===== src/rtl/sacl_pkg.sv =====
// ----------------------------------------------------------------------------
// sacl_pkg: shared types and constants of the serial audio command link
// Frame bytes, command codes, register indexes and the frame checksum.
// ----------------------------------------------------------------------------
`default_nettype none

package sacl_pkg;

  localparam int unsigned QueueDepth = 12;

  // frame layout: 7E FF 06 cmd 01 dh dl sh sl EF
  localparam int unsigned FrameLen = 10;
  localparam logic [7:0] FrameStart   = 8'h7E;
  localparam logic [7:0] FrameEnd     = 8'hEF;
  localparam logic [7:0] FrameVersion = 8'hFF;
  localparam logic [7:0] FrameLength  = 8'h06;
  localparam logic [7:0] FrameFeedback = 8'h01;

  // received command codes
  localparam logic [7:0] CmdInitDone = 8'h3F;
  localparam logic [7:0] CmdOnline   = 8'h90;
  localparam logic [7:0] CmdAck      = 8'h41;

  // status values that mean the module is up
  localparam logic [7:0] StatusUpA = 8'h02;
  localparam logic [7:0] StatusUpB = 8'h03;

  // config register indexes
  localparam int unsigned CfgIdxW = 1;
  localparam logic [CfgIdxW-1:0] CfgRetryInterval = 1'b0;
  localparam logic [CfgIdxW-1:0] CfgMaxTries      = 1'b1;
  localparam int unsigned CfgDataW = 16;

  localparam logic [15:0] RetryIntervalRst = 16'd100;
  localparam logic [3:0]  MaxTriesRst      = 4'd3;

  typedef enum logic [1:0] {
    OpEnqueue = 2'd0,
    OpRxByte  = 2'd1,
    OpTick    = 2'd2
  } opcode_e;

  // decoded receive window
  typedef struct packed {
    logic       ok;
    logic [7:0] cmd;
    logic [7:0] status;
  } rx_frame_t;

  // one step's result, handed to the transmit side
  typedef struct packed {
    logic        send;
    logic [7:0]  cmd;
    logic [15:0] data;
    logic        ready;
    logic [3:0]  pending;
    logic        drop;
    logic        ack;
    logic        gave;
  } tx_desc_t;

  // 16-bit negated sum of the six payload bytes
  function automatic logic [15:0] neg_sum6(input logic [7:0] b1, input logic [7:0] b2,
                                           input logic [7:0] b3, input logic [7:0] b4,
                                           input logic [7:0] b5, input logic [7:0] b6);
    logic [15:0] s;
    s = 16'(b1) + 16'(b2) + 16'(b3) + 16'(b4) + 16'(b5) + 16'(b6);
    return 16'd0 - s;
  endfunction

endpackage

`default_nettype wire


===== src/rtl/sacl_queue_mem.sv =====
// ----------------------------------------------------------------------------
// sacl_queue_mem: command queue storage
// One write port, one registered read port with write-through.
// ----------------------------------------------------------------------------
`default_nettype none

module sacl_queue_mem #(
  parameter int unsigned Depth = sacl_pkg::QueueDepth,
  parameter int unsigned AddrW = $clog2(Depth)
) (
  input  wire logic             clk_i,
  input  wire logic             we_i,
  input  wire logic [AddrW-1:0] waddr_i,
  input  wire logic [23:0]      wdata_i,
  input  wire logic [AddrW-1:0] raddr_i,
  output logic [23:0]           rdata_o
);

  logic [23:0] mem_q [Depth];
  logic [23:0] rdata_q;

  always_ff @(posedge clk_i) begin
    if (we_i) begin
      mem_q[waddr_i] <= wdata_i;
    end
  end

  // read port follows the next head address; a write to it passes through
  always_ff @(posedge clk_i) begin
    if (we_i && (waddr_i == raddr_i)) begin
      rdata_q <= wdata_i;
    end else begin
      rdata_q <= mem_q[raddr_i];
    end
  end

  assign rdata_o = rdata_q;

endmodule

`default_nettype wire


===== src/rtl/sacl_rx_window.sv =====
// ----------------------------------------------------------------------------
// sacl_rx_window: receive byte window and frame check
// Ten-byte shift window; reports a valid frame ending in the incoming byte.
// ----------------------------------------------------------------------------
`default_nettype none

module sacl_rx_window (
  input  wire logic         clk_i,
  input  wire logic         rst_ni,
  input  wire logic         shift_i,
  input  wire logic [7:0]   byte_i,
  output sacl_pkg::rx_frame_t frame_o
);

  localparam int unsigned Len = sacl_pkg::FrameLen;

  logic [7:0] win_q [Len];
  logic [7:0] win_d [Len];
  logic [15:0] want_sum;

  // window as it looks with the incoming byte shifted in
  always_comb begin
    for (int k = 0; k < Len - 1; k++) begin
      win_d[k] = win_q[k+1];
    end
    win_d[Len-1] = byte_i;
  end

  assign want_sum = sacl_pkg::neg_sum6(win_d[1], win_d[2], win_d[3],
                                       win_d[4], win_d[5], win_d[6]);

  assign frame_o.ok = (win_d[0] == sacl_pkg::FrameStart) &&
                      (win_d[Len-1] == sacl_pkg::FrameEnd) &&
                      (want_sum == {win_d[7], win_d[8]});
  assign frame_o.cmd    = win_d[3];
  assign frame_o.status = win_d[6];

  // a matched frame is consumed so its bytes are not reused
  always_ff @(posedge clk_i or negedge rst_ni) begin
    if (!rst_ni) begin
      for (int k = 0; k < Len; k++) begin
        win_q[k] <= 8'h00;
      end
    end else if (shift_i) begin
      for (int k = 0; k < Len; k++) begin
        win_q[k] <= frame_o.ok ? 8'h00 : win_d[k];
      end
    end
  end

endmodule

`default_nettype wire


===== src/rtl/sacl_frame_tx.sv =====
// ----------------------------------------------------------------------------
// sacl_frame_tx: result serializer
// Holds one step's result and streams it: ten frame bytes or one status word.
// ----------------------------------------------------------------------------
`default_nettype none

module sacl_frame_tx (
  input  wire logic               clk_i,
  input  wire logic               rst_ni,
  input  wire logic               load_i,
  input  wire sacl_pkg::tx_desc_t desc_i,
  output logic                    can_load_o,
  output logic                    m_axis_tvalid,
  input  wire logic               m_axis_tready,
  // tdata: tx_byte[7:0], device_ready[8], pending_count[12:9],
  //        enqueue_dropped[13], ack_taken[14], gave_up[15]
  output logic [15:0]             m_axis_tdata,
  output logic                    m_axis_tlast,
  // tuser: out_kind[0]
  output logic                    m_axis_tuser
);

  localparam int unsigned IdxW = $clog2(sacl_pkg::FrameLen);
  localparam logic [IdxW-1:0] LastIdx = IdxW'(sacl_pkg::FrameLen - 1);

  logic               busy_q;
  logic [IdxW-1:0]    idx_q;
  sacl_pkg::tx_desc_t desc_q;
  logic [15:0]        csum_q;
  logic               xfer;
  logic               last;
  logic [7:0]         tx_byte;

  assign last       = !desc_q.send || (idx_q == LastIdx);
  assign xfer       = busy_q && m_axis_tready;
  assign can_load_o = !busy_q || (xfer && last);

  always_ff @(posedge clk_i or negedge rst_ni) begin
    if (!rst_ni) begin
      busy_q <= 1'b0;
      idx_q  <= '0;
    end else if (load_i) begin
      busy_q <= 1'b1;
      idx_q  <= '0;
    end else if (xfer) begin
      busy_q <= !last;
      idx_q  <= idx_q + IdxW'(1);
    end
  end

  always_ff @(posedge clk_i) begin
    if (load_i) begin
      desc_q <= desc_i;
      csum_q <= sacl_pkg::neg_sum6(sacl_pkg::FrameVersion, sacl_pkg::FrameLength,
                                   desc_i.cmd, sacl_pkg::FrameFeedback,
                                   desc_i.data[15:8], desc_i.data[7:0]);
    end
  end

  always_comb begin
    case (idx_q)
      IdxW'(0): tx_byte = sacl_pkg::FrameStart;
      IdxW'(1): tx_byte = sacl_pkg::FrameVersion;
      IdxW'(2): tx_byte = sacl_pkg::FrameLength;
      IdxW'(3): tx_byte = desc_q.cmd;
      IdxW'(4): tx_byte = sacl_pkg::FrameFeedback;
      IdxW'(5): tx_byte = desc_q.data[15:8];
      IdxW'(6): tx_byte = desc_q.data[7:0];
      IdxW'(7): tx_byte = csum_q[15:8];
      IdxW'(8): tx_byte = csum_q[7:0];
      default:  tx_byte = sacl_pkg::FrameEnd;
    endcase
    if (!desc_q.send) begin
      tx_byte = 8'h00;
    end
  end

  assign m_axis_tvalid = busy_q;
  assign m_axis_tlast  = last;
  assign m_axis_tuser  = desc_q.send;
  assign m_axis_tdata  = {desc_q.gave, desc_q.ack, desc_q.drop, desc_q.pending,
                          desc_q.ready, tx_byte};

endmodule

`default_nettype wire


===== src/rtl/serial_audio_cmd_link.sv =====
// ----------------------------------------------------------------------------
// serial_audio_cmd_link: command link to a serial audio module
// Command queue with retry and give-up, frame builder and receive parser.
// ----------------------------------------------------------------------------
// Each input transfer is one step: enqueue a command, feed one received
// byte, or one time tick. A new step is taken every cycle while the result
// side keeps up; a step is held in the input register and then in the
// serializer before its results appear. A tick that sends the head command
// produces ten results, one frame byte per cycle from the serializer while
// the result side takes them; while the frame is sent, one further step
// waits in the input register. Every other step produces one status result. Status fields
// (ready flag, queue level, drop/ack/give-up events) repeat on every result
// of a step. Config writes take effect at the next edge and are meant to be
// done while the link is idle. Queue entries are written before they are
// read, so the queue store needs no clearing after reset.
// ----------------------------------------------------------------------------
`default_nettype none

module serial_audio_cmd_link #(
  parameter int unsigned QUEUE_DEPTH = sacl_pkg::QueueDepth
) (
  input  wire logic                          clk_i,
  input  wire logic                          rst_ni,
  // input stream
  input  wire logic                          s_axis_tvalid,
  output logic                               s_axis_tready,
  // tdata: command_code[7:0], command_data[23:8], rx_byte[31:24]
  input  wire logic [31:0]                   s_axis_tdata,
  // tuser: opcode[1:0]
  input  wire logic [1:0]                    s_axis_tuser,
  // result stream
  output logic                               m_axis_tvalid,
  input  wire logic                          m_axis_tready,
  // tdata: tx_byte[7:0], device_ready[8], pending_count[12:9],
  //        enqueue_dropped[13], ack_taken[14], gave_up[15]
  output logic [15:0]                        m_axis_tdata,
  output logic                               m_axis_tlast,
  // tuser: out_kind[0]
  output logic                               m_axis_tuser,
  // config writes
  input  wire logic                          cfg_we_i,
  input  wire logic [sacl_pkg::CfgIdxW-1:0]  cfg_idx_i,
  input  wire logic [sacl_pkg::CfgDataW-1:0] cfg_wdata_i
);

  localparam int unsigned PtrW  = $clog2(QUEUE_DEPTH);
  localparam int unsigned PendW = $clog2(QUEUE_DEPTH + 1);
  localparam logic [PtrW-1:0]  PtrLast = PtrW'(QUEUE_DEPTH - 1);
  localparam logic [PendW-1:0] PendFull = PendW'(QUEUE_DEPTH);

  // config registers
  logic [15:0] retry_interval_q;
  logic [3:0]  max_tries_q;

  always_ff @(posedge clk_i or negedge rst_ni) begin
    if (!rst_ni) begin
      retry_interval_q <= sacl_pkg::RetryIntervalRst;
      max_tries_q      <= sacl_pkg::MaxTriesRst;
    end else if (cfg_we_i) begin
      unique case (cfg_idx_i)
        sacl_pkg::CfgRetryInterval: retry_interval_q <= cfg_wdata_i[15:0];
        sacl_pkg::CfgMaxTries:      max_tries_q      <= cfg_wdata_i[3:0];
        default: ;
      endcase
    end
  end

  // input register
  logic              in_valid_q;
  logic [1:0]        in_op_q;
  logic [7:0]        in_code_q;
  logic [15:0]       in_data_q;
  logic [7:0]        in_rx_q;
  logic              fire;
  logic              can_load;

  assign fire          = in_valid_q && can_load;
  assign s_axis_tready = !in_valid_q || fire;

  always_ff @(posedge clk_i or negedge rst_ni) begin
    if (!rst_ni) begin
      in_valid_q <= 1'b0;
    end else if (s_axis_tready) begin
      in_valid_q <= s_axis_tvalid;
    end
  end

  always_ff @(posedge clk_i) begin
    if (s_axis_tvalid && s_axis_tready) begin
      in_op_q   <= s_axis_tuser;
      in_code_q <= s_axis_tdata[7:0];
      in_data_q <= s_axis_tdata[23:8];
      in_rx_q   <= s_axis_tdata[31:24];
    end
  end

  // link state
  logic [PtrW-1:0]  wr_ptr_q, wr_ptr_d;
  logic [PtrW-1:0]  rd_ptr_q, rd_ptr_d;
  logic [PendW-1:0] pending_q, pending_d;
  logic [3:0]       tries_q, tries_d;
  logic [15:0]      countdown_q, countdown_d;
  logic             ready_q, ready_d;

  logic             q_we;
  logic [23:0]      head;
  logic             rx_shift;
  sacl_pkg::rx_frame_t rx_frame;
  sacl_pkg::tx_desc_t  desc;
  logic [3:0]       tries_inc;

  assign tries_inc = tries_q + 4'd1;

  always_comb begin
    wr_ptr_d    = wr_ptr_q;
    rd_ptr_d    = rd_ptr_q;
    pending_d   = pending_q;
    tries_d     = tries_q;
    countdown_d = countdown_q;
    ready_d     = ready_q;
    q_we        = 1'b0;
    rx_shift    = 1'b0;
    desc.send   = 1'b0;
    desc.drop   = 1'b0;
    desc.ack    = 1'b0;
    desc.gave   = 1'b0;
    if (fire) begin
      unique case (sacl_pkg::opcode_e'(in_op_q))
        sacl_pkg::OpEnqueue: begin
          if (pending_q < PendFull) begin
            q_we      = 1'b1;
            wr_ptr_d  = (wr_ptr_q == PtrLast) ? '0 : wr_ptr_q + PtrW'(1);
            pending_d = pending_q + PendW'(1);
          end else begin
            desc.drop = 1'b1;
          end
        end
        sacl_pkg::OpRxByte: begin
          rx_shift = 1'b1;
          if (rx_frame.ok) begin
            if ((rx_frame.cmd == sacl_pkg::CmdOnline) ||
                (rx_frame.cmd == sacl_pkg::CmdInitDone)) begin
              if ((rx_frame.status == sacl_pkg::StatusUpA) ||
                  (rx_frame.status == sacl_pkg::StatusUpB)) begin
                ready_d = 1'b1;
              end
            end else if ((rx_frame.cmd == sacl_pkg::CmdAck) && (pending_q != '0)) begin
              rd_ptr_d    = (rd_ptr_q == PtrLast) ? '0 : rd_ptr_q + PtrW'(1);
              pending_d   = pending_q - PendW'(1);
              tries_d     = 4'd0;
              countdown_d = 16'd0;
              desc.ack    = 1'b1;
            end
          end
        end
        sacl_pkg::OpTick: begin
          if (countdown_q != 16'd0) begin
            countdown_d = countdown_q - 16'd1;
          end else if (pending_q != '0) begin
            desc.send   = 1'b1;
            countdown_d = retry_interval_q;
            tries_d     = tries_inc;
            // abandon the head once it has been sent max_tries times
            if (tries_inc >= max_tries_q) begin
              tries_d   = 4'd0;
              rd_ptr_d  = (rd_ptr_q == PtrLast) ? '0 : rd_ptr_q + PtrW'(1);
              pending_d = pending_q - PendW'(1);
              desc.gave = 1'b1;
            end
          end
        end
        default: ;
      endcase
    end
    desc.cmd     = head[23:16];
    desc.data    = head[15:0];
    desc.ready   = ready_d;
    desc.pending = 4'(pending_d);
  end

  always_ff @(posedge clk_i or negedge rst_ni) begin
    if (!rst_ni) begin
      wr_ptr_q    <= '0;
      rd_ptr_q    <= '0;
      pending_q   <= '0;
      tries_q     <= 4'd0;
      countdown_q <= 16'd0;
      ready_q     <= 1'b0;
    end else begin
      wr_ptr_q    <= wr_ptr_d;
      rd_ptr_q    <= rd_ptr_d;
      pending_q   <= pending_d;
      tries_q     <= tries_d;
      countdown_q <= countdown_d;
      ready_q     <= ready_d;
    end
  end

  // head entry is read at the next read pointer, so it is current here
  sacl_queue_mem #(
    .Depth (QUEUE_DEPTH)
  ) u_queue (
    .clk_i   (clk_i),
    .we_i    (q_we),
    .waddr_i (wr_ptr_q),
    .wdata_i ({in_code_q, in_data_q}),
    .raddr_i (rd_ptr_d),
    .rdata_o (head)
  );

  sacl_rx_window u_rx (
    .clk_i   (clk_i),
    .rst_ni  (rst_ni),
    .shift_i (rx_shift),
    .byte_i  (in_rx_q),
    .frame_o (rx_frame)
  );

  sacl_frame_tx u_tx (
    .clk_i         (clk_i),
    .rst_ni        (rst_ni),
    .load_i        (fire),
    .desc_i        (desc),
    .can_load_o    (can_load),
    .m_axis_tvalid (m_axis_tvalid),
    .m_axis_tready (m_axis_tready),
    .m_axis_tdata  (m_axis_tdata),
    .m_axis_tlast  (m_axis_tlast),
    .m_axis_tuser  (m_axis_tuser)
  );

endmodule

`default_nettype wire


===== config.mk =====
export PLATFORM = sky130hd
export DESIGN_NAME = serial_audio_cmd_link
export DESIGN_NICKNAME = d
export VERILOG_FILES = /design/src/rtl/sacl_pkg.sv /design/src/rtl/sacl_queue_mem.sv /design/src/rtl/sacl_rx_window.sv /design/src/rtl/sacl_frame_tx.sv /design/src/rtl/serial_audio_cmd_link.sv
export SDC_FILE = /design/constraint.sdc
export NUM_CORES = 1
export LEC_CHECK = 0
export BUFFER_PORTS_ARGS = -buffer_cell sky130_fd_sc_hd__buf_2
export CAP_MARGIN = 20
export CORE_AREA = 4 4 249 251
export CTS_BUF_LIST = sky130_fd_sc_hd__clkbuf_4 sky130_fd_sc_hd__clkbuf_8
export CTS_CLUSTER_SIZE = 20
export DETAILED_ROUTE_END_ITERATION = 6
export DIE_AREA = 0 0 253 255
export GPL_ROUTABILITY_DRIVEN = 1
export PLACE_DENSITY_LB_ADDON = 0.3
export REMOVE_ABC_BUFFERS = 1
export SETUP_SLACK_MARGIN = 0.1
export SLEW_MARGIN = 20
export SYNTH_ARGS = -nofsm -noshare
export SYNTH_HDL_FRONTEND = slang
export SYNTH_HIERARCHICAL = 1
export SYNTH_SLANG_ARGS = --single-unit
export TNS_END_PERCENT = 20

===== constraint.sdc =====
create_clock -name clk_i -period 5.9 [get_ports clk_i]
set_clock_uncertainty 0.05 [all_clocks]
set_input_delay 0.295 -clock clk_i [delete_from_list [all_inputs] [get_ports clk_i]]
set_output_delay 0.295 -clock clk_i [all_outputs]
set_load 0.1 [all_outputs]

* Word-level counts from Yosys, hierarchy flattened
Memories as Yosys holds them, arrays and structs flattened. A register that Yosys moved wholly into a read port is not among the register bits. Cells that the tools add are included. Widths: inputs -> output; s select.
Word-level totals: flip-flop bits (word level) 214, memory bits (writable) 288, input bits 56, output and inout bits 20, word-level logic and storage cells 179, memories kept 1
Memory list:
- u_queue.mem_q | depth 12, bits a word 24, rd ports 1, clocked after Yosys merged registers in 1, wr ports 1, RTL line sacl_queue_mem.sv:19 | logic [23:0] mem_q [Depth];
Cells by class: $add $sub $neg 18, magnitude comparators 2, eq/ne operators 27, mux-type cells 63, bitwise gates (word level) 5, reduce and logical (&&, ||, !) cells 30
Operators by type and width (count):
- $mux 4 | 25
- $add 16x8->16 | 6
- $mux 16 | 5
- $mux 8 | 10
- $pmux 8 s9 | 1
- $pmux 16 s2 | 1
- $sub 1x16->16 const A | 2
- $add 4x1->4 const B | 5
- $mux 1 | 18
- $add 16x1->16 const B | 1
- $eq 16x16->1 | 1
- $eq 4x3->1 const B | 4
- $eq 4x4->1 const B | 4
- $eq 8x2->1 const B | 2
- $eq 8x7->1 const B | 2
- $eq 8x8->1 const B | 2
- $pmux 4 s2 | 2
- $reduce_bool 16->1 | 1
- $sub 16x1->16 const B | 1
- $pmux 4 s3 | 1
- $add 9x8->10 const A | 1
- $add 8x8->9 | 1
- $eq 4x2->1 const B | 2
- $eq 8x6->1 const B | 1
- other kinds (23) | 46

* Logic depth before layout (Yosys ltp)
depth in word-level cells 11, depth in mapped cells 29, depth with buffers taken out 27

* Modules after synthesis
The synthesis kept the hierarchy.
By module, submodules not included:
- sacl_queue_mem | times used 1, cells each 484, area an instance 11060.6 µm², sequential area each 8728.4 µm²
- sacl_rx_window | times used 1, cells each 488, area an instance 5087.4 µm², sequential area each 1801.7 µm²
- serial_audio_cmd_link | times used 1, cells each 372, area an instance 4264.1 µm², sequential area each 2378.5 µm²
- sacl_frame_tx | times used 1, cells each 284, area an instance 3265.6 µm², sequential area each 1596.5 µm²

* Worst setup path before layout
Ideal clock, no wire load.
path type reg2reg, start point reg u_rx.win_q (netlist bit u_rx/win_d[56]), end point reg u_tx.desc_q (netlist bit u_tx/m_axis_tdata[9]), data pin, setup time 134 ps, arrival 6188 ps, required time 5716 ps, path slack -472 ps, stages on the path, launching flop included 24, path buffers 0, period minus slack after synthesis 6372 ps, cell sequence dfrtp_1 -> ha_1 -> inv_1 -> fa_1 -> xnor2_1 -> fa_1 -> fa_1 -> inv_1 -> fa_1 -> ha_1 -> inv_1 -> fa_1 -> xnor2_1 -> nor4_1 -> nand2_1 -> or4_1 -> a211o_1 -> nor4_1 -> nand3b_1 -> or4_1 -> nor2_1 -> a41oi_1 -> a2111oi_0 -> a21o_1
RTL lines:
- start: declaration | RTL line sacl_rx_window.sv:17 | logic [7:0] win_q [Len];
- start signal: indexed assignment | RTL line sacl_rx_window.sv:46 | win_q[k] <= frame_o.ok ? 8'h00 : win_d[k];
- end signal: assignment | RTL line sacl_frame_tx.sv:53 | desc_q <= desc_i;
- end: declaration | RTL line sacl_frame_tx.sv:28 | sacl_pkg::tx_desc_t desc_q;

==> metrics <==
via count=14400; max_cap viols=0; total gr overflow=0; Root Buffer=clkbuf_8; share of cells above drive strength 1=27.0%; critical path's top delay family=adder cells; I/O Buffers=75; drt first pass iters=5; r2r startpoint=u_rx/win_d[65]; final hold vios=0; clk_lat worst skew=0.67 ns; vias in the first global route=14730; critical path type=reg2reg; Synth Instances=1627; slowest CP cell=or4_4; global-route usage over all layers=16.5%; Worst setup EP type=register; CTS tree=built; core region area=59900 um2; pin count of the biggest net entering global routing=70; failing checks=setup timing; Hold Startpoint=cfg_we_i; initial DRC count=860; Pins Over Slew Limit=0; gpl congestion=0.820; CP arrival=6.74 ns; CP Launch Point=u_rx/win_d[65]; synth warn=6; Avg Vias per Cell=5.28; CTS sink cnt=506; post-route setup slack=-0.492 ns; Total Wirelength=53.7 mm; CTS Buffer Depth=3; worst endpoint required time=6.25 ns; status=finished with violations; hpwl dp=34.2 mm; Boundary Pins=76; CP bufs+invs=7; Least-Margin Pin Slew=1.09 ns; dpl cells=2510; crit share post-route=108%; CTS clk-pin slew, worst paths=0.06 ns; slew margin rel.=27.4%; P&R area growth vs syn=18.7%; Post-Syn Area=23700 um2; global-route wire length before repair=83.2 mm; fillers=5236; cts bufs inserted=83; crit path time final=6.39 ns; die height=255 um; RSZ-0062 raised after global routing=yes; H-tree depth=3; DRC viols=0; Chip Width=253 um; initial antenna violation count=1; crit-path most repeated cell=fa_1; Cell Chain, Critical Path=buf_6 -> inv_1 -> fa_2 -> xnor2_2 -> fa_1 -> fa_1 -> inv_2 -> fa_1 -> ha_2 -> inv_2 -> fa_1 -> nand2b_4 -> buf_4 -> a211oi_4 -> o211ai_1 -> and4b_2 -> nor4_4 -> buf_4 -> nand3b_1 -> or4_4 -> buf_6 -> o21ai_1 -> o211ai_1 -> a22o_1; Fmax achieved=156 MHz; syn_area_per_cell=14.5 um2; # setup viols final=36; row count=90; CP Launch Type=register; worst hold path class=in2reg; Max FO, Critical Path=4; Non-Filler Instances=2727; Routed WL per cell=19.7 um; CP peak stage delay=0.58 ns; Nets=2037; Post-DRT Antenna Nets=0; Initial Utilization=39.5%; Die ar.=64500 um2
## worst register-to-register path, cell delays in order (launching register included)
cell and delay [ns]:
dfrtp_1 0.38, buf_6 0.11, inv_1 0.05, fa_2 0.42
xnor2_2 0.15, fa_1 0.48, fa_1 0.51, inv_2 0.04
fa_1 0.54, ha_2 0.19, inv_2 0.04, fa_1 0.38
nand2b_4 0.16, buf_4 0.14, a211oi_4 0.30, o211ai_1 0.13
and4b_2 0.29, nor4_4 0.27, buf_4 0.15, nand3b_1 0.16
or4_4 0.58, buf_6 0.14, o21ai_1 0.15, o211ai_1 0.12
a22o_1 0.22
## cell usage in the layout (no fill, tap or decap), drive strengths merged, types with 12 or more instances in the layout
cell	instances
mux4	48
clkinv	33
o221ai	26
nor2	55
fa	28
a21oi	106
ha	79
dlygate4sd3	53
dfrtp	126
edfxtp	371
nand2	55
inv	128
nor4	12
xnor2	26
buf	206
a22oi	28
o21ai	60
nor3	17
nand2b	18
mux2	23
a21o	14
nand3	19
xor2	13
clkbuf	113
mux2i	120
## timing repair
action	CTS	global route
hold buffers	53	0
setup endpoints to repair	39	37
hold endpoints to repair	121	0
pin swaps	36	12
setup buffers	6	2
gates resized for setup	67	37
## worst paths after layout
path,end,slack (ns),cells past startpoint
setup reg to reg,u_tx/m_axis_tdata[12],-0.49,24
hold / removal,max_tries_q[3],0.09,3
setup / recovery,u_tx/m_axis_tdata[12],-0.49,24
max in group asynchronous,u_tx/idx_q[2],4.24,3
hold reg to reg,ready_q,0.44,1
min in group asynchronous,u_rx/win_d[18],0.14,2
## layer usage
layer  routed length (um)  GRT usage [%]
met1                23800           22.8
met2                25800           26.8
met3                 2880           2.64
met4                 1220           5.88
met5                    0              0
## stage by stage
step	worst slack, ns	instance area [um2]	util [%]	setup TNS (ns)	hold slack, ns
after global routing	-0.778	28100	46.9	-23.70	0.0743
after detailed placement	-1.09	25400	42.4	-34.25	0.283
final	-0.492	28100	46.9	-12.93	0.0922
after CTS	-0.483	27900	46.6	-12.22	0.0500
after floorplan	-4.08	23000	-	-321.78	-0.0506
after global placement	-1.02	25400	42.4	-33.39	0.281
## sequential cells by signal, indices dropped and copies added (netlist names), named ones only
signal	flops
u_tx/csum_q	16
u_tx/m_axis_tvalid	1
tries_q	4
in_code_q	8
u_queue/mem_q	288
u_tx/idx_q	4
wr_ptr_q	4
in_rx_q	8
u_rx/frame_o	16
countdown_q	16
u_tx/m_axis_tuser	1
max_tries_q	4
u_tx/desc_q	24
in_data_q	16
u_tx/m_axis_tdata	8
ready_q	1
in_op_q	2
in_valid_q	1
rd_ptr_q	4
pending_q	4
retry_interval_q	16
u_rx/win_d	56
## cell type report
type / count / area [um2] / area share, %
clock buffers: 113 / 1400 / 4.98
clock inverters: 42 / 333 / 1.18
inverters: 123 / 462 / 1.64
diodes: 1 / 2.50 / 0.00890
well taps: 782 / 978 / 3.48
flip-flops and latches: 506 / 14500 / 51.6
repair buffers: 259 / 1990 / 7.07
multi-input cells: 901 / 8430 / 30.0
Power is not shown: default switching activity piles up to over one toggle a cycle in this logic, so the estimate is an artifact.
